File: src/sv/gsct_pkg.sv
`timescale 1ns / 1ps
`default_nettype none
// Package for the game and shot clock timer: widths, reset values,
// register indexes, shared structs and the seven-segment helpers. No dependencies.
package gsct_pkg;

  localparam int GSCT_DEBOUNCE_SAMPLES = 8;
  localparam int GSCT_DIGITS           = 6;
  localparam int GSCT_NKEYS            = 3;

  localparam int CFG_DATA_W  = 16;
  localparam int CFG_INDEX_W = 2;
  localparam int TPS_W       = 16;
  localparam int MIN_W       = 7;
  localparam int SEC_W       = 6;
  localparam int SHOT_W      = 7;
  localparam int BUZZ_W      = 16;
  localparam int DIGIT_W     = 3;
  localparam int SEG_W       = 8;

  localparam logic [TPS_W-1:0]  TPS_RESET    = 16'd500;
  localparam logic [MIN_W-1:0]  GAME_RESET   = 7'd12;
  localparam logic [SHOT_W-1:0] RELOAD_RESET = 7'd24;
  localparam logic [BUZZ_W-1:0] BUZZ_RESET   = 16'd250;
  localparam logic [MIN_W-1:0]  CLOCK_MAX    = 7'd99;
  localparam logic [SEC_W-1:0]  SEC_MAX      = 6'd59;
  localparam logic [DIGIT_W-1:0] LAST_DIGIT  = DIGIT_W'(GSCT_DIGITS - 1);
  localparam logic [DIGIT_W-1:0] DP_DIGIT    = 3'd2;
  localparam logic [SEG_W-1:0]  DP_MASK      = 8'h7F;

  typedef enum logic [CFG_INDEX_W-1:0] {
    REG_TICKS_PER_SECOND = 2'd0,
    REG_GAME_MINUTES     = 2'd1,
    REG_SHOT_RELOAD      = 2'd2,
    REG_BUZZ_TICKS       = 2'd3
  } cfg_reg_t;

  typedef struct packed {
    logic run;
    logic shot;
    logic reset;
  } key_press_t;

  typedef struct packed {
    logic [TPS_W-1:0]  ticks_per_second;
    logic [MIN_W-1:0]  game_minutes;
    logic [SHOT_W-1:0] shot_reload;
    logic [BUZZ_W-1:0] buzz_ticks;
  } cfg_t;

  typedef struct packed {
    logic              buzzer_on;
    logic              running;
    logic              alarm;
    logic [MIN_W-1:0]  minutes;
    logic [SEC_W-1:0]  seconds;
    logic [SHOT_W-1:0] shot_left;
  } clock_view_t;

  // Active-low patterns, decimal point off.
  function automatic logic [SEG_W-1:0] seg_pattern(input logic [3:0] v);
    logic [SEG_W-1:0] p;
    unique case (v)
      4'd0:    p = 8'hC0;
      4'd1:    p = 8'hF9;
      4'd2:    p = 8'hA4;
      4'd3:    p = 8'hB0;
      4'd4:    p = 8'h99;
      4'd5:    p = 8'h92;
      4'd6:    p = 8'h82;
      4'd7:    p = 8'hF8;
      4'd8:    p = 8'h80;
      4'd9:    p = 8'h90;
      default: p = 8'hC0;
    endcase
    return p;
  endfunction

  // Tens digit of 0..127 by reciprocal multiply (x * 205) >> 11.
  function automatic logic [3:0] tens_of(input logic [6:0] v);
    logic [14:0] p;
    p = 15'(v) * 15'd205;
    return p[14:11];
  endfunction

  function automatic logic [3:0] ones_of(input logic [6:0] v);
    logic [6:0] t;
    t = 7'(tens_of(v)) * 7'd10;
    return 4'(v - t);
  endfunction

endpackage
`default_nettype wire

File: src/sv/gsct_seg.sv
`timescale 1ns / 1ps
`default_nettype none
// Seven-segment decode of the scanned digit: picks the clock value,
// splits it into tens and ones and maps to an active-low pattern. Depends on gsct_pkg.
module gsct_seg import gsct_pkg::*; (
  input  wire logic [DIGIT_W-1:0] digit,
  input  wire clock_view_t        view,
  output logic [SEG_W-1:0]        segments
);

  logic [6:0] value;
  logic [3:0] num;
  logic       use_tens;

  always_comb begin
    unique case (digit)
      3'd0, 3'd1: value = view.shot_left;
      3'd2, 3'd3: value = 7'(view.seconds);
      default:    value = view.minutes;
    endcase
    use_tens = digit[0];
    num      = use_tens ? tens_of(value) : ones_of(value);
    if (view.alarm) begin
      num = '0;
    end
    segments = seg_pattern(num);
    if (digit == DP_DIGIT) begin
      segments = segments & DP_MASK;
    end
  end

endmodule
`default_nettype wire

File: config.mk
export PLATFORM = sky130hd
export DESIGN_NAME = gsct_seg
export DESIGN_NICKNAME = d
export VERILOG_FILES = /design/src/sv/gsct_pkg.sv /design/src/sv/gsct_seg.sv
export SDC_FILE = /design/constraint.sdc
export NUM_CORES = 1
export LEC_CHECK = 0
export ABC_AREA = 1
export BUFFER_PORTS_ARGS = -buffer_cell sky130_fd_sc_hd__buf_2
export CAP_MARGIN = 20
export CORE_MARGIN = 2
export CORE_UTILIZATION = 58
export DETAILED_ROUTE_END_ITERATION = 6
export PLACE_DENSITY = 0.88
export SLEW_MARGIN = 5
export SYNTH_ARGS = -nofsm -noshare
export SYNTH_HDL_FRONTEND = slang
export SYNTH_SLANG_ARGS = --single-unit
File: constraint.sdc
create_clock -name vclk -period 8.26
set_input_delay 1.652 -clock vclk [all_inputs]
set_output_delay 1.652 -clock vclk [all_outputs]
set_load 0.02 [all_outputs]
Yosys cells after proc, flatten, opt, wreduce, memory -nomap -nowiden
Memory sizes are Yosys's and may differ from the RTL's.
Cells that the tools add are included.

storage, ports and cells
  memories = 1
  logic and storage cells = 14
  output and inout bits = 8
  register bits = 0
  ROM bits = 112
  bits of input ports = 26

cells by class
  multipliers = 2
  $add $sub $neg = 1
  reduce and logical (&&, ||, !) cells = 3
  muxes and demuxes = 4
  eq/ne operators = 3

memory list
  memory            depth  width  rd ports  clocked after Yosys merged registers in  write ports  RTL line        RTL
  (name not given)  16     7      1         0                                        0            gsct_pkg.sv:63  unique case (v)

operators by type and width
  kind                                                                   count
  7-bit by 8-bit multiplier with 15-bit output, second input constant    1
  7-bit case mux with 2 select lines                                     1
  4-bit 2-to-1 mux                                                       2
  8-bit 2-to-1 mux                                                       1
  3-bit by 2-bit equality test with 1-bit output, second input constant  2
  4-bit by 3-bit multiplier with 3-bit output, second input constant     1
  2-bit OR reduction                                                     2
  4-bit subtractor                                                       1
  3-bit by 1-bit equality test with 1-bit output, second input constant  1
  3-bit logical NOT                                                      1

Logic depth before layout (Yosys ltp)
An unclocked memory read counts as a cell.

  word-level depth = 10
  mapped depth = 33
  gate-level depth less buffers = 32

Least setup slack after synthesis
No wires, ideal clock.

  path kind = input -> output
  start = in digit[2]
  end = out segments[4]
  buffers on the path = 1
  arrival = 6.158 ns
  cell stages on the path = 31
  data required time = 6.608 ns
  slack = 0.450 ns
  cell sequence = buf_6 inv_2 nand2_4 inv_2 a221oi_1 inv_1 nand2_1 inv_1 nor2_1 fa_1 ha_1 inv_1 fa_1 inv_1 ha_1 nand2_1 nor2_1 nand2_2 nand3_1 nand2_2 ha_1 fa_1 xor2_1 inv_1 nand3_2 nand2_2 nand2_2 nand3_4 nand3_4 nand2_1 nand2_1

between the ends
  cells in the longest elaborated chain, start to end = 10

ends and longest elaborated chain
  what                                                                          RTL line        RTL
  start, declared                                                               gsct_seg.sv:6   input wire logic [DIGIT_W-1:0] digit,
  3-bit by 2-bit equality test with 1-bit output, or another cell as far along  gsct_seg.sv:16  unique case (digit)
  2-bit OR reduction                                                            gsct_seg.sv:16
  7-bit case mux with 2 select lines *                                          gsct_seg.sv:16
  7-bit by 8-bit multiplier with 15-bit output                                  gsct_pkg.sv:82  p = 15'(v) * 15'd205;
  4-bit by 3-bit multiplier with 3-bit output                                   gsct_pkg.sv:88  t = 7'(tens_of(v)) * 7'd10;
  4-bit subtractor                                                              gsct_pkg.sv:89  return 4'(v - t);
  4-bit 2-to-1 mux *                                                            gsct_seg.sv:22  num = use_tens ? tens_of(value) : ones_of(value);
  4-bit 2-to-1 mux *                                                            gsct_seg.sv:23  if (view.alarm) begin
  memory 16 x 7 bit *                                                           --
  8-bit 2-to-1 mux *                                                            gsct_seg.sv:27  if (digit == DP_DIGIT) begin
  end, declared                                                                 gsct_seg.sv:8   output logic [SEG_W-1:0] segments

Every way passes the cells marked *; elsewhere a longest branch is shown, timed or not.

Final worst setup path
Ends and elaborated chain as after synthesis.

==> impl_metrics.env <==
export IMPL_power_clock_fraction_pct=0
export IMPL_setup_viol=0
export IMPL_power_report_internal_total_uw=213
export IMPL_placement_rows=18
export IMPL_fraction_of_met1_tracks_used_by_global_routing_pct=29.7
export IMPL_netlist_cell_type_count=28
export IMPL_syn_nets=302
export IMPL_synth_avg_cell_area_um2=6.89
export IMPL_power_per_cell_area_nw_per_um2=254
export IMPL_critical_path_endpoint="segments[4]"
export IMPL_yosys_area_share_xor_xnor_pct=1.66
export IMPL_ff_latch_area_um2=0
export IMPL_setup_worst_path_start="digit[2]"
export IMPL_share_of_the_yosys_chip_area_belonging_to_registers_pct=0
export IMPL_synth_compound_area_share_pct=8.85
export IMPL_synthMostInstantiatedCell="inv_1"
export IMPL_clock_fmax_mhz=124
export IMPL_cp_start_kind="input port"
export IMPL_fp_coreArea_um2=2520
export IMPL_dr_first_iter_drc_count=67
export IMPL_power_ir_vdd_worst_v=0.000295
export IMPL_dominant_combinational_cell_family_by_area_after_synthesis="adder cells"
export IMPL_ys_warnings_count=0
export IMPL_io_pin_count=34
export IMPL_die_width_um=56.3
export IMPL_drive_gt1_share_pct=37.2
export IMPL_drc=0
export IMPL_number_of_hold_buffers_added_after_cts=0
export IMPL_worst_path_largest_cell_delay_ns=0.54
export IMPL_routabilityCongestion=0.840
export IMPL_initial_core_util_pct=62.8
export IMPL_port_buffers=32
export IMPL_worst_slew_pin_transition_ns=0.295
export IMPL_drtPass1Iterations=4
export IMPL_global_route_overflow=0
export IMPL_use_met2_pct=42.4
export IMPL_p_comb_share_pct=100.0
export IMPL_largest_net_degree_at_the_start_of_global_routing=8
export IMPL_timing_hold_worst_class="in2out"
export IMPL_crit_fanout=7
export IMPL_fin_hold_ws_ns=3.80
export IMPL_synthDominantAreaCellType="ha_1"
export IMPL_sequential_cell_total=0
export IMPL_finalNetCount=348
export IMPL_first_global_vias=1568
export IMPL_route_vias_total=1634
export IMPL_wl_um=4280
export IMPL_die_height_um=56.3
export IMPL_setup_worst_path_end_class="primary output"
export IMPL_status="finished, final reports clean"
export IMPL_post_route_min_period_ns=8.07
export IMPL_switching_power_share_of_the_total_pct=58.8
export IMPL_power_total_uw=518
export IMPL_die_area_um2=3170
export IMPL_slew_violations=0
export IMPL_groute_usage_overall_pct=23.4
export IMPL_synthAdderAreaFrac_pct=40.6
export IMPL_final_min_period_over_clock_period_pct=97.7
export IMPL_synth_simple_gate_area_share_pct=35.4
export IMPL_syn_area_um2=1580
export IMPL_place_hpwl_um=3090
export IMPL_criticalPathCategory="in2out"
export IMPL_p_leak_uw=0.00121
export IMPL_report_final_hold_viol_count=0
export IMPL_detail_route_antenna_nets=0
export IMPL_antenna_cells_inserted=0
export IMPL_multiplexer_share_of_the_synthesized_area_pct=0
export IMPL_flow_area_growth_from_synthesis_pct=28.4
export IMPL_fin_tns_setup_ns=0
export IMPL_route_detailed_vias_per_inst=5.38
export IMPL_post_synth_top_area_fraction_pct=29.2
export IMPL_critPathArrivalTime_ns=6.42
export IMPL_critPathRequiredTime_ns=6.61
export IMPL_clock_buffer_count=0
export IMPL_synthTopCellsByArea="ha_1 (29%), inv_1 (12%), fa_1 (11%), nand2_1 (11%), nand2_2 (6.7%)"
export IMPL_timing_max_cap_violations=0
export IMPL_critical_path_cell_with_the_highest_stage_delay="fa_1"
export IMPL_slew_limit_headroom_pct=80.3
export IMPL_netlist_instances=230
export IMPL_wl_per_cell_um=14.1
export IMPL_grt_met3_usage_pct=2.76
export IMPL_cp_common_cell="nand2_1"
export IMPL_antenna_found_initial=0
export IMPL_wire_length_of_the_first_global_routing_pass_um=6200
export IMPL_seqPwrFrac_pct=0
export IMPL_most_crowded_layer_gr="met2"
export IMPL_total_switching_power_uw=304
export IMPL_top_post_synthesis_cells_by_count="inv_1 (50), nand2_1 (48), ha_1 (37), nand2_2 (17), a21oi_1 (12)"
## timing repair
action,in CTS,in global routing
setup endpoints to repair,7,7
resized for setup,1,29
pin swaps,0,9
buffers inserted,0,5
## layout make-up
| class | instances | area [um^2] |
|---|---|---|
| Fill cell | 153 | 488 |
| Inverter | 54 | 203 |
| Timing Repair Buffer | 45 | 270 |
| Tap cell | 30 | 37.5 |
| Multi-Input combinational cell | 175 | 1520 |
## power by group through the flow
stage | Combinational (uW) | Clock (uW) | Sequential (uW)
floorplan | 340 | 0 | 0
global placement | 424 | 0 | 0
detailed placement | 439 | 0 | 0
CTS | 441 | 0 | 0
global route | 587 | 0 | 0
finish | 518 | 0 | 0
## metal layers
layer / up-vias / wire length (um)
li1: 820 / -
met1: 747 / 1740
met2: 49 / 2190
met3: 18 / 182
met4: 0 / 163
met5: - / 0
## logic make-up (layout without fill, tap and decap cells)
| group | after synthesis | count (layout) |
|---|---|---|
| and+or+nand+nor | 103 | 103 |
| buffers and inverters | 55 | 99 |
| adders and majority gates | 46 | 46 |
| xor gates and xnor gates | 3 | 3 |
| AOI/OAI and AO/OA | 23 | 23 |
## critical path: cells and delay by family
kind                       cells  cell delay (ns)
adders and majority gates      5             1.92
AOI/OAI and AO/OA              4             0.60
xor gates and xnor gates       1             0.19
buffers and inverters          7             0.83
and+or+nand+nor               13             1.22
## how the worst min path moves through the flow
stage / startpoint / to / cells past startpoint
floorplan: digit[0] / segments[7] / 2
global placement: digit[1] / segments[7] / 5
detailed placement: digit[1] / segments[7] / 5
CTS: digit[1] / segments[7] / 5
global route: digit[1] / segments[7] / 5
finish: digit[1] / segments[7] / 5
## stage by stage
stage / std cells / util [%] / cell area [um^2] / setup slack, ns
floorplan: 230 / - / 1580 / 0.450
global placement: 299 / 72.6 / 1830 / 0.115
detailed placement: 299 / 72.6 / 1830 / -0.0494
CTS: 299 / 72.8 / 1840 / 0.0368
global route: 304 / 80.7 / 2030 / -0.117
finish: 304 / 80.7 / 2030 / 0.192
## placed cells by master, fill, tap and decap left out, types with 3 or more instances in the layout
cell     synthesis  routed
nand4_1          4       4
buf_2            0      27
inv_2            4       6
ha_4             0       5
buf_4            0      17
ha_1            37      31
nand2_4          2       3
nand2_2         17      18
nand3_2          3       4
nand2_1         48      46
a21oi_1         12      10
nand3_1         11      10
nor2_4           4       5
o21ai_0          4       4
nor2_1           7       5
fa_1             9       8
inv_1           50      48
No activity file was read; power rests on OpenSTA's default activity.
