<file path="src/sv/gsct_pkg.sv">
`timescale 1ns / 1ps
`default_nettype none
// Package for the game and shot clock timer: widths, reset values,
// register indexes, shared structs and the seven-segment helpers. No dependencies.
package gsct_pkg;

  localparam int GSCT_DEBOUNCE_SAMPLES = 8;
  localparam int GSCT_DIGITS           = 6;
  localparam int GSCT_NKEYS            = 3;

  localparam int CFG_DATA_W  = 16;
  localparam int CFG_INDEX_W = 2;
  localparam int TPS_W       = 16;
  localparam int MIN_W       = 7;
  localparam int SEC_W       = 6;
  localparam int SHOT_W      = 7;
  localparam int BUZZ_W      = 16;
  localparam int DIGIT_W     = 3;
  localparam int SEG_W       = 8;

  localparam logic [TPS_W-1:0]  TPS_RESET    = 16'd500;
  localparam logic [MIN_W-1:0]  GAME_RESET   = 7'd12;
  localparam logic [SHOT_W-1:0] RELOAD_RESET = 7'd24;
  localparam logic [BUZZ_W-1:0] BUZZ_RESET   = 16'd250;
  localparam logic [MIN_W-1:0]  CLOCK_MAX    = 7'd99;
  localparam logic [SEC_W-1:0]  SEC_MAX      = 6'd59;
  localparam logic [DIGIT_W-1:0] LAST_DIGIT  = DIGIT_W'(GSCT_DIGITS - 1);
  localparam logic [DIGIT_W-1:0] DP_DIGIT    = 3'd2;
  localparam logic [SEG_W-1:0]  DP_MASK      = 8'h7F;

  typedef enum logic [CFG_INDEX_W-1:0] {
    REG_TICKS_PER_SECOND = 2'd0,
    REG_GAME_MINUTES     = 2'd1,
    REG_SHOT_RELOAD      = 2'd2,
    REG_BUZZ_TICKS       = 2'd3
  } cfg_reg_t;

  typedef struct packed {
    logic run;
    logic shot;
    logic reset;
  } key_press_t;

  typedef struct packed {
    logic [TPS_W-1:0]  ticks_per_second;
    logic [MIN_W-1:0]  game_minutes;
    logic [SHOT_W-1:0] shot_reload;
    logic [BUZZ_W-1:0] buzz_ticks;
  } cfg_t;

  typedef struct packed {
    logic              buzzer_on;
    logic              running;
    logic              alarm;
    logic [MIN_W-1:0]  minutes;
    logic [SEC_W-1:0]  seconds;
    logic [SHOT_W-1:0] shot_left;
  } clock_view_t;

  // Active-low patterns, decimal point off.
  function automatic logic [SEG_W-1:0] seg_pattern(input logic [3:0] v);
    logic [SEG_W-1:0] p;
    unique case (v)
      4'd0:    p = 8'hC0;
      4'd1:    p = 8'hF9;
      4'd2:    p = 8'hA4;
      4'd3:    p = 8'hB0;
      4'd4:    p = 8'h99;
      4'd5:    p = 8'h92;
      4'd6:    p = 8'h82;
      4'd7:    p = 8'hF8;
      4'd8:    p = 8'h80;
      4'd9:    p = 8'h90;
      default: p = 8'hC0;
    endcase
    return p;
  endfunction

  // Tens digit of 0..127 by reciprocal multiply (x * 205) >> 11.
  function automatic logic [3:0] tens_of(input logic [6:0] v);
    logic [14:0] p;
    p = 15'(v) * 15'd205;
    return p[14:11];
  endfunction

  function automatic logic [3:0] ones_of(input logic [6:0] v);
    logic [6:0] t;
    t = 7'(tens_of(v)) * 7'd10;
    return 4'(v - t);
  endfunction

endpackage
`default_nettype wire

</file>
<file path="src/sv/gsct_debounce.sv">
`timescale 1ns / 1ps
`default_nettype none
// Shift-history debouncer for one active-low key; flags a press on the
// tick the stable level falls. Depends on gsct_pkg.
module gsct_debounce import gsct_pkg::*; #(
  parameter int SAMPLES = GSCT_DEBOUNCE_SAMPLES
) (
  input  wire logic clk,
  input  wire logic rst,
  input  wire logic en,
  input  wire logic key_raw,
  output logic      press
);

  logic [SAMPLES-1:0] history;
  logic [SAMPLES-1:0] history_next;
  logic               stable;
  logic               stable_next;

  always_comb begin
    history_next = {history[SAMPLES-2:0], key_raw};
    stable_next  = stable;
    if (history_next == '0) begin
      stable_next = 1'b0;
    end else if (history_next == '1) begin
      stable_next = 1'b1;
    end
  end

  assign press = en & stable & ~stable_next;

  always_ff @(posedge clk) begin
    if (rst) begin
      history <= '1;
      stable  <= 1'b1;
    end else if (en) begin
      history <= history_next;
      stable  <= stable_next;
    end
  end

endmodule
`default_nettype wire

</file>
<file path="config.mk">
export PLATFORM = sky130hd
export DESIGN_NAME = gsct_debounce
export DESIGN_NICKNAME = d
export VERILOG_FILES = /design/src/sv/gsct_pkg.sv /design/src/sv/gsct_debounce.sv
export SDC_FILE = /design/constraint.sdc
export NUM_CORES = 1
export LEC_CHECK = 0
export BUFFER_PORTS_ARGS = -buffer_cell sky130_fd_sc_hd__buf_2
export CORE_AREA = 2 2 39 41
export CTS_BUF_LIST = sky130_fd_sc_hd__clkbuf_16
export CTS_CLUSTER_DIAMETER = 30
export DETAILED_ROUTE_END_ITERATION = 8
export DIE_AREA = 0 0 41 43
export GPL_TIMING_DRIVEN = 0
export PLACE_DENSITY_LB_ADDON = 0.12
export SLEW_MARGIN = 20
export SYNTH_ARGS = -nofsm -noshare
export SYNTH_HDL_FRONTEND = slang
export SYNTH_SLANG_ARGS = --single-unit
</file>
<file path="constraint.sdc">
create_clock -name clk -period 0.9 [get_ports clk]
set_input_delay 0.135 -clock clk [delete_from_list [all_inputs] [get_ports clk]]
set_output_delay 0.135 -clock clk [all_outputs]
set_load 0.01 [all_outputs]
</file>
* Word-level counts from Yosys, hierarchy flattened *
Cells that the tools add are included.

storage, ports and cells
  bits in read-only memories = 0
  RAM bits = 0
  bits in registers = 8
  word-level logic and storage cells = 9
  output and inout bits = 1
  input port bits = 4
  memories = 0
  bits in latches = 0

operators by class
  eq/ne operators = 1
  reduce and logical (&&, ||, !) cells = 1
  muxes and demuxes = 2
  divide/modulo/power cells = 0
  add/subtract/negate cells = 0
  $mul = 0
  bitwise logic cells = 3
  order comparisons = 0
  shifts and indexed selects = 0

operators by type and width
  operator                               count
  8-bit == test (second input constant)  1
  8-bit logical NOT                      1
  1-bit bitwise AND                      2
  1-bit two-way mux                      2
  1-bit NOT                              1

* Longest topological paths before layout *
Gate-level depths: netlist of the first run.

  depth after elaboration = 5
  gate-level depth with buffers = 4
  gate-level depth less buffers = 3

* Least setup slack after synthesis of the first run *
No wires, ideal clock.

  path type = register -> output
  start = register history[0]
  end = output port press
  cell stages (with the launch flop) = 4
  path buffers = 0
  setup slack = -0.081 ns
  arrival = 0.846 ns
  data required time = 0.765 ns
  cells stage by stage = dfxtp_1 -> nor4_2 -> nand3_1 -> nor2_1

between the ends
  cells in the longest elaborated chain, start to end = 5
  elaborated cells between the ends (all ways) = 6
  those cells by class = eq/ne: 1; mux: 2; bitwise: 2; reduce/logical: 1

RTL lines
  element                 line                 source
  from (decl)             gsct_debounce.sv:15  logic [SAMPLES-1:0] history;
  from (signal assigned)  gsct_debounce.sv:37  history <= history_next;
  8-bit == test           gsct_debounce.sv:25  end else if (history_next == '1) begin
  1-bit two-way mux       gsct_debounce.sv:25
  1-bit two-way mux *     gsct_debounce.sv:23  if (history_next == '0) begin
  1-bit NOT *             gsct_debounce.sv:30  assign press = en & stable & ~stable_next;
  1-bit bitwise AND *     gsct_debounce.sv:30
  to (decl)               gsct_debounce.sv:12  output logic press

Mark *: on every way between the ends. The rest lies on a longest branch, timed or not.

* Final worst setup path of the first run *
Ends and elaborated chain as after synthesis.

==> summary by stage, run 1 <==
Synthesis
Yosys attributes the largest share of cell area to sky130_fd_sc_hd__dfxtp_1 (47%), sky130_fd_sc_hd__a211o_1 (13%), sky130_fd_sc_hd__nand2_1 (4.4%), sky130_fd_sc_hd__and2_1 (3.7%), sky130_fd_sc_hd__nor2b_1 (3.7%). In this run, synthesis inferred 0 flip-flops with an integrated enable. The Yosys warning count is 0. The synthesized netlist occupies a cell area of 340.3 um2. Among all cell types in the netlist, the one instantiated most often is sky130_fd_sc_hd__dfxtp_1. The proportion of netlist area held by the largest area contributor is 47.06%. Counting instances in the post-synthesis netlist gives the leading cell types as sky130_fd_sc_hd__dfxtp_1 (8), sky130_fd_sc_hd__a211o_1 (5), sky130_fd_sc_hd__nand2_1 (4). The post-synthesis average cell area is 9.198 um2. The number of distinct library cells after synthesis is 17. In the synthesized netlist the async set-or-reset flop fraction comes to 0%.

sky130_fd_sc_hd__dfxtp_1 takes more of the synthesized area than any other cell. The count of state elements after synthesis is 8. The cell count after synthesis came out at 37. Sequential cells were found to cover 47.06% of the synthesized design area.

In the synthesized netlist the dominant register cell turns out to be sky130_fd_sc_hd__dfxtp_1. Synthesis produced a netlist with a net count of 41.

Finish
The layout overhead on the synthesized area is 47.06%. The share of cells above drive strength 1 is 40.00%. 0 antenna diodes ended up in the layout.

The core utilization of the finished layout is 36.17%. The number of inserted filler cells in the final layout is 149. At the end of the flow, the number of nets in the layout was 51.

Critical path
The critical path starts at history[0]$_SDFFE_PP1P_. The largest driver fanout on the critical path is 2. The largest single stage delay on the critical path is 0.32 ns. The number of cells on the worst reg-to-reg path is 4. The slowest stage of the critical path is the sky130_fd_sc_hd__dfxtp_2 cell. The signal on the critical path passes through nor4_4 -> nand3_2 -> nor2_2 -> buf_2.

In this run the critical register-to-register path is launched from history[0]$_SDFFE_PP1P_. The terminus of the critical flop-to-flop path is history[1]$_SDFFE_PP1P_. The flop-to-flop setup slack is -0.17 ns. The worst setup path is captured at a primary output. The most critical setup path has its endpoint at press.

Data on the critical path arrives at its endpoint at 1.16 ns. By startpoint and endpoint, the worst setup path is classified as reg2out. At the worst endpoint, the required time is 0.76 ns. STA classifies the critical path startpoint as a register.

Timing
The worst pin sits at a relative slew slack of 75.97%. The setup slack after layout is -0.3951 ns. For the final database, setup skew stands at 0.001638 ns. The fraction of the cycle the final worst path needs is 143.9%.

The slew of the pin with the lowest slew margin is 0.3604 ns. The final hold violation count is 0. The number of setup violations in the final report is 4.

The time the worst path needs with I/O delays and setup is 1.295 ns. The number of max-slew violations in the final report was 0. Across all hold checks on the routed design, the worst slack comes to 0.1713 ns. The maximum achievable frequency is 772.1 MHz. Setup repair after global routing could not meet its margin everywhere. In the final timing run, aggregate negative setup slack is -0.8017 ns.

Clock network
The clock latency reported for the late side of the worst-skew pair is 0.23 ns. The clock passes through at most 2 buffers. In this run the number of H-tree levels came out at 1. The number of hold-repair buffers added at the cts stage is 0. Clock tree synthesis inserted a total of 3 buffers. The tree is rooted in a sky130_fd_sc_hd__clkbuf_16. The TritonCTS sink count is 8. TritonCTS built the clock tree. Clock-pin slew was measured on the worst setup and hold paths at 0.04 ns.

Die
In this run the horizontal extent of the chip is 41 um. The effective utilization at floorplan is 24.59%. The floorplan step defined a die boundary enclosing 0.001763 mm2. Pin placement for this block handled 5 I/O pins. The core region is 0.001384 mm2. From bottom edge to top edge, the die measures 43 um. The number of cell rows is 14.

Global routing
Summed over all layers, the global routing overflow is 0. The via count of the first global-routing pass is 276. Entering global routing, the biggest net connects 11 pins.

The total global routing track utilization is 10.15%. The number of antenna violations at the first check in global routing came to 0. The wire length of the first global-routing pass is 1110 um.

Run
Across the run, the number of max-cap violations was 0.

Routing
In the routed design, unresolved DRC markers number 0. Dividing the detail-routed wire length by the instance count gives 11.23 um. The total length of routed wires is 685 um.

The vias after detailed routing is 286. The remaining number of nets flagged by the antenna check after routing is 0. For this run, the detailed router's first-pass iteration total came to 4. The number of vias per cell after detailed routing is 4.689. For this block, the initial DRC count from the detailed router was 2.

Pwr
The cell leakage power is 0.2120 nW. The worst-case IR drop observed on VDD is 943.7 uV. Overall power consumption after layout is estimated at 1.218 mW.

Power spread over the standard cell area amounts to 2434 mW/mm2.

Place
At the end of routability-driven placement, the weighted congestion stood at 0.7078. The count of input and output buffers is 3. The HPWL after detailed placement is 455.1 um.

Status
The checks that failed: negative setup slack. The run finished, with violations left.

Worst hold path
The min-delay analysis places its worst path in the category in2reg.
==> logic make-up (layout without fill, tap and decap cells) <==
logic type      Yosys count  count (layout)  share of synthesized area [%]
simple gates             16              16                          27.21
buf+inv                   4              12                          5.515
flops                     8               8                          47.06
compound gates            9               9                          20.22
==> cells in the final DEF, fill, tap and decap left out, types with 2 or more instances in the layout <==
cell,n
sky130_fd_sc_hd__nand2_1,4
sky130_fd_sc_hd__buf_4,2
sky130_fd_sc_hd__buf_2,3
sky130_fd_sc_hd__a211o_1,5
sky130_fd_sc_hd__a21oi_1,2
sky130_fd_sc_hd__dfxtp_1,6
sky130_fd_sc_hd__inv_1,2
sky130_fd_sc_hd__nor2b_1,2
sky130_fd_sc_hd__dfxtp_2,2
sky130_fd_sc_hd__clkbuf_16,3
==> report_power, final <==
group          internal [mW]  switching [mW]
logic                 0.0464          0.0411
clock network          0.571           0.158
registers              0.379          0.0226
==> state kept, by name, indices dropped and copies added, names as in the netlist <==
signal,flops
history,7
stable,1
==> final cells by class <==
type | count | area [um2] | share of cell area, %
Clock buffer | 3 | 75.07 | 15.00
Timing Repair Buffer | 5 | 33.78 | 6.750
Inverter | 2 | 7.507 | 1.500
Sequential cell | 8 | 162.7 | 32.50
Tap cell | 16 | 20.02 | 4.000
Multi-Input combinational cell | 25 | 190.2 | 38.00
Buffer | 2 | 11.26 | 2.250
==> worst max-delay path: cells and delay by family, from the launching register on <==
kind | cells | cell delay [ns]
AND/OR/NAND/NOR | 3 | 0.48
flip-flops | 1 | 0.32
buffers and inverters | 1 | 0.12
==> worst min-delay path by stage <==
stage,startpoint,endpoint,slack (ns),cells after the start
after CTS,en,history[6]$_SDFFE_PP1P_,0.14,3
after floorplan,en,history[6]$_SDFFE_PP1P_,0.26,2
after detailed placement,en,history[6]$_SDFFE_PP1P_,0.38,3
final,en,history[6]$_SDFFE_PP1P_,0.17,3
after global placement,en,history[6]$_SDFFE_PP1P_,0.38,3
after global routing,en,history[6]$_SDFFE_PP1P_,0.18,3
==> metrics by stage <==
stage / cells / instance area, um2 / setup slack (ns)
after floorplan: 37 / 344.1 / -0.05072
after global placement: 56 / 379.1 / -0.1810
after detailed placement: 56 / 379.1 / -0.2103
after CTS: 60 / 461.7 / -0.4511
after global routing: 61 / 500.5 / -0.4823
final: 61 / 500.5 / -0.3951
==> what timing repair did <==
item	in CTS	in global routing
buffers inserted	1	1
cloned	0	0
resized for setup	0	7
pin swaps	3	3
setup endpoints to repair	2	4
==> routing by layer <==
metal	GRT usage [%]	up-vias	share of wire, %
li1	-	147	-
met1	11.94	136	47
met2	12.50	3	48
met3	4.712	0	4.2
met4	10.00	0	0
met5	0	-	0
Note: power is estimated with default switching activity, not from simulation.
==> run 2: changes to the inputs <==
Settings changed: CELL_PAD_IN_SITES_DETAIL_PLACEMENT set to 0, CELL_PAD_IN_SITES_GLOBAL_PLACEMENT set to 1, SLEW_MARGIN 20 to not set.
==> run 2 against run 1 <==
Compared with the run above:
- the flow still finishes with violations (negative setup slack)
- core utilization is 2.1 points lower
- via count is 1.4% higher
- fmax shrank 1.2%
- final cell count unchanged
- critical endpoint unchanged
- largest cell class unchanged
==> summary by stage, run 2 (same netlist as run 1, synthesis figures left out) <==
Clock network
Clock-pin slew was measured on the worst setup and hold paths at 0.03 ns. The H-tree depth is 1. The maximum clock path buffer count is 2. The number of hold-repair buffers added at the cts stage is 0. The clock drives 8 sinks.

The root buffer selected by CTS is sky130_fd_sc_hd__clkbuf_16. The clock reaches the later pin of the worst-skew pair after 0.23 ns. TritonCTS built the clock tree. The number of clock buffers added by TritonCTS is 3.

Critical path
For the worst setup path, the data required time is 0.76 ns. The largest single stage delay on the critical path is 0.31 ns. In this run the worst path has a maximum fanout of 2.

The path type of the worst setup path is reg2out. The signal on the critical path passes through nor4_2 -> nand3_1 -> nor2_2 -> buf_2. Data on the critical path arrives at its endpoint at 1.18 ns. The kind of end point of the critical path is a primary output.

The cell at the slowest stage of the critical path is sky130_fd_sc_hd__dfxtp_2. STA classifies the critical path startpoint as a register.

Routing
The first detailed-routing pass ran for 3 iterations. The remaining number of nets flagged by the antenna check after routing is 0. After detailed routing, the number of vias per cell comes to 4.754. The total length of routed wires is 660 um.

In the routed design, unresolved DRC markers number 0. The vias after detailed routing is 290. The detailed-route wire length per cell is 10.82 um. The detailed router's first-iteration violation count is 2.

Place
The pre-CTS setup slack is -0.1779 ns. The instance area at placement is 379.1 um2. The wire-length estimate of the detail-placed layout is 463.3 um. The count of input and output buffers is 3. The final estimated routing congestion in global placement is 0.6546.

Die
The area of the core is 0.001384 mm2. The die outline height is 43 um. The number of cell rows is 14. The number of primary I/O pins is 5.

The horizontal extent of the die is 41 um. The effective utilization at floorplan is 24.59%. The die area is 0.001763 mm2.

Global routing
The wire length of the first global-routing pass is 1138 um. The via count of the first global-routing pass came to 285. The met3 usage in global routing is 4.712%. The overall overflow remaining after global route is 0. In the global route stage, met2 resource usage came out at 13.13%. The total global routing track utilization is 10.65%. Entering global routing, the biggest net connects 11 pins. The busiest layer in global routing is met2. The number of antenna violations at the first check in global routing came to 0. Global routing consumed, on the met1 layer, 11.94% of the routing resources.

Timing
The setup total negative slack is -0.6324 ns. The number of max-slew violations in the final report is 0. Once routing completed, OpenROAD measured the worst setup slack at -0.4109 ns. The tightest slew margin relative to the limit is 75.98%. The number of setup violations in the final report is 4. In the finished design, the share of the clock period the worst path needs comes to 145.7%.

The slew of the pin with the lowest slew margin is 0.3603 ns. Setup repair after global routing could not meet its margin everywhere. Across all hold checks on the routed design, the worst slack comes to 0.1458 ns.

The final hold violation count is 0. The maximum clock skew at final layout is 0.002570 ns. The maximum achievable frequency is 762.8 MHz. The smallest clock period supported by the final layout is computed as 1.311 ns.

Pwr
For this design the static power due to leakage is 0.2034 nW. For this design the ratio of total power to cell area is 2575 mW/mm2. After layout, the design draws a total of 1.215 mW. The peak ir drop on the vdd network is 887.4 uV.

Finish
The register with the most flip-flops in the layout has 7 of them. Relative to the synthesized area, the layout overhead comes to 38.60%. The most common library cell in the layout ignoring fill and taps is sky130_fd_sc_hd__dfxtp_1. Summing all non-filler instances in the final layout gives an area of 471.7 um2.

The library cells used most frequently in the layout, excluding fill and tap cells, are sky130_fd_sc_hd__dfxtp_1 (7), sky130_fd_sc_hd__a211o_1 (5), sky130_fd_sc_hd__nand2_1 (4). After the last flow step, the layout net total stands at 51. The repair_antennas step left the layout with diodes totalling 0. The share of cells above drive strength 1 is 31.11%. The number of inserted filler cells in the final layout is 148. The register with the most flip-flops is history. The largest registers in the layout are history x7, stable x1.

In the final layout, the multi-input gates occupy 166.4 um2. The sequential cell area is 161.4 um2.

Run
The number of max-cap violations is 0.

Status
The run finished, with violations left. The checks that failed: negative setup slack.

Worst hold path
The worst hold path belongs to the class in2reg.
==> run 2: layer usage <==
metal  wire [um]  vias to the layer above
met5           0                        -
met4          34                        0
met3          46                        5
met2         296                        6
met1         281                      134
li1            -                      145
==> run 2: cell type report <==
cell class              count  area share (%)
well taps                  16           4.244
clock buffers               3           15.92
flip-flops and latches      8           34.22
repair buffers              5           6.366
multi-input cells          25           35.28
inverters                   2           1.592
plain buffers               2           2.387
==> run 2: stage by stage <==
stage,cells,util [%]
6_report,61,34.09
3_5_place_dp,56,27.40
2_1_floorplan,37,-
3_3_place_gp,56,27.40
4_1_cts,60,33.36
5_1_grt,61,34.09
==> run 2: path summary, 6_finish.rpt <==
check                                from                       to  slack, ns  depth (start not counted)
setup / recovery  history[0]$_SDFFE_PP1P_                    press      -0.41                          4
hold / removal                         en  history[6]$_SDFFE_PP1P_       0.15                          3
setup reg to reg  history[0]$_SDFFE_PP1P_      stable$_SDFFE_PP1P_      -0.21                          4
hold reg to reg   history[5]$_SDFFE_PP1P_  history[6]$_SDFFE_PP1P_       0.49                          2
==> run 2: timing repair <==
action / in CTS / in global routing
buffers inserted: 1 / 1
resized for setup: 0 / 1
endpoints found under the setup margin: 2 / 4
pin swaps: 3 / 4
hold endpoints to repair: 0 / 0
==> run 2: critical path, delay by kind of cell, from the launching register on <==
kind / cells / cell delay, ns
buffers and inverters: 1 / 0.13
AND/OR/NAND/NOR: 3 / 0.51
flip-flops: 1 / 0.31
==> run 2: power breakdown <==
| group | switching, mW | leakage (nW) | internal (mW) | total, mW |
|---|---|---|---|---|
| clock | 0.171 | 0.0370 | 0.572 | 0.743 |
| combinational | 0.0349 | 0.100 | 0.0400 | 0.0750 |
| sequential | 0.0186 | 0.0660 | 0.378 | 0.397 |
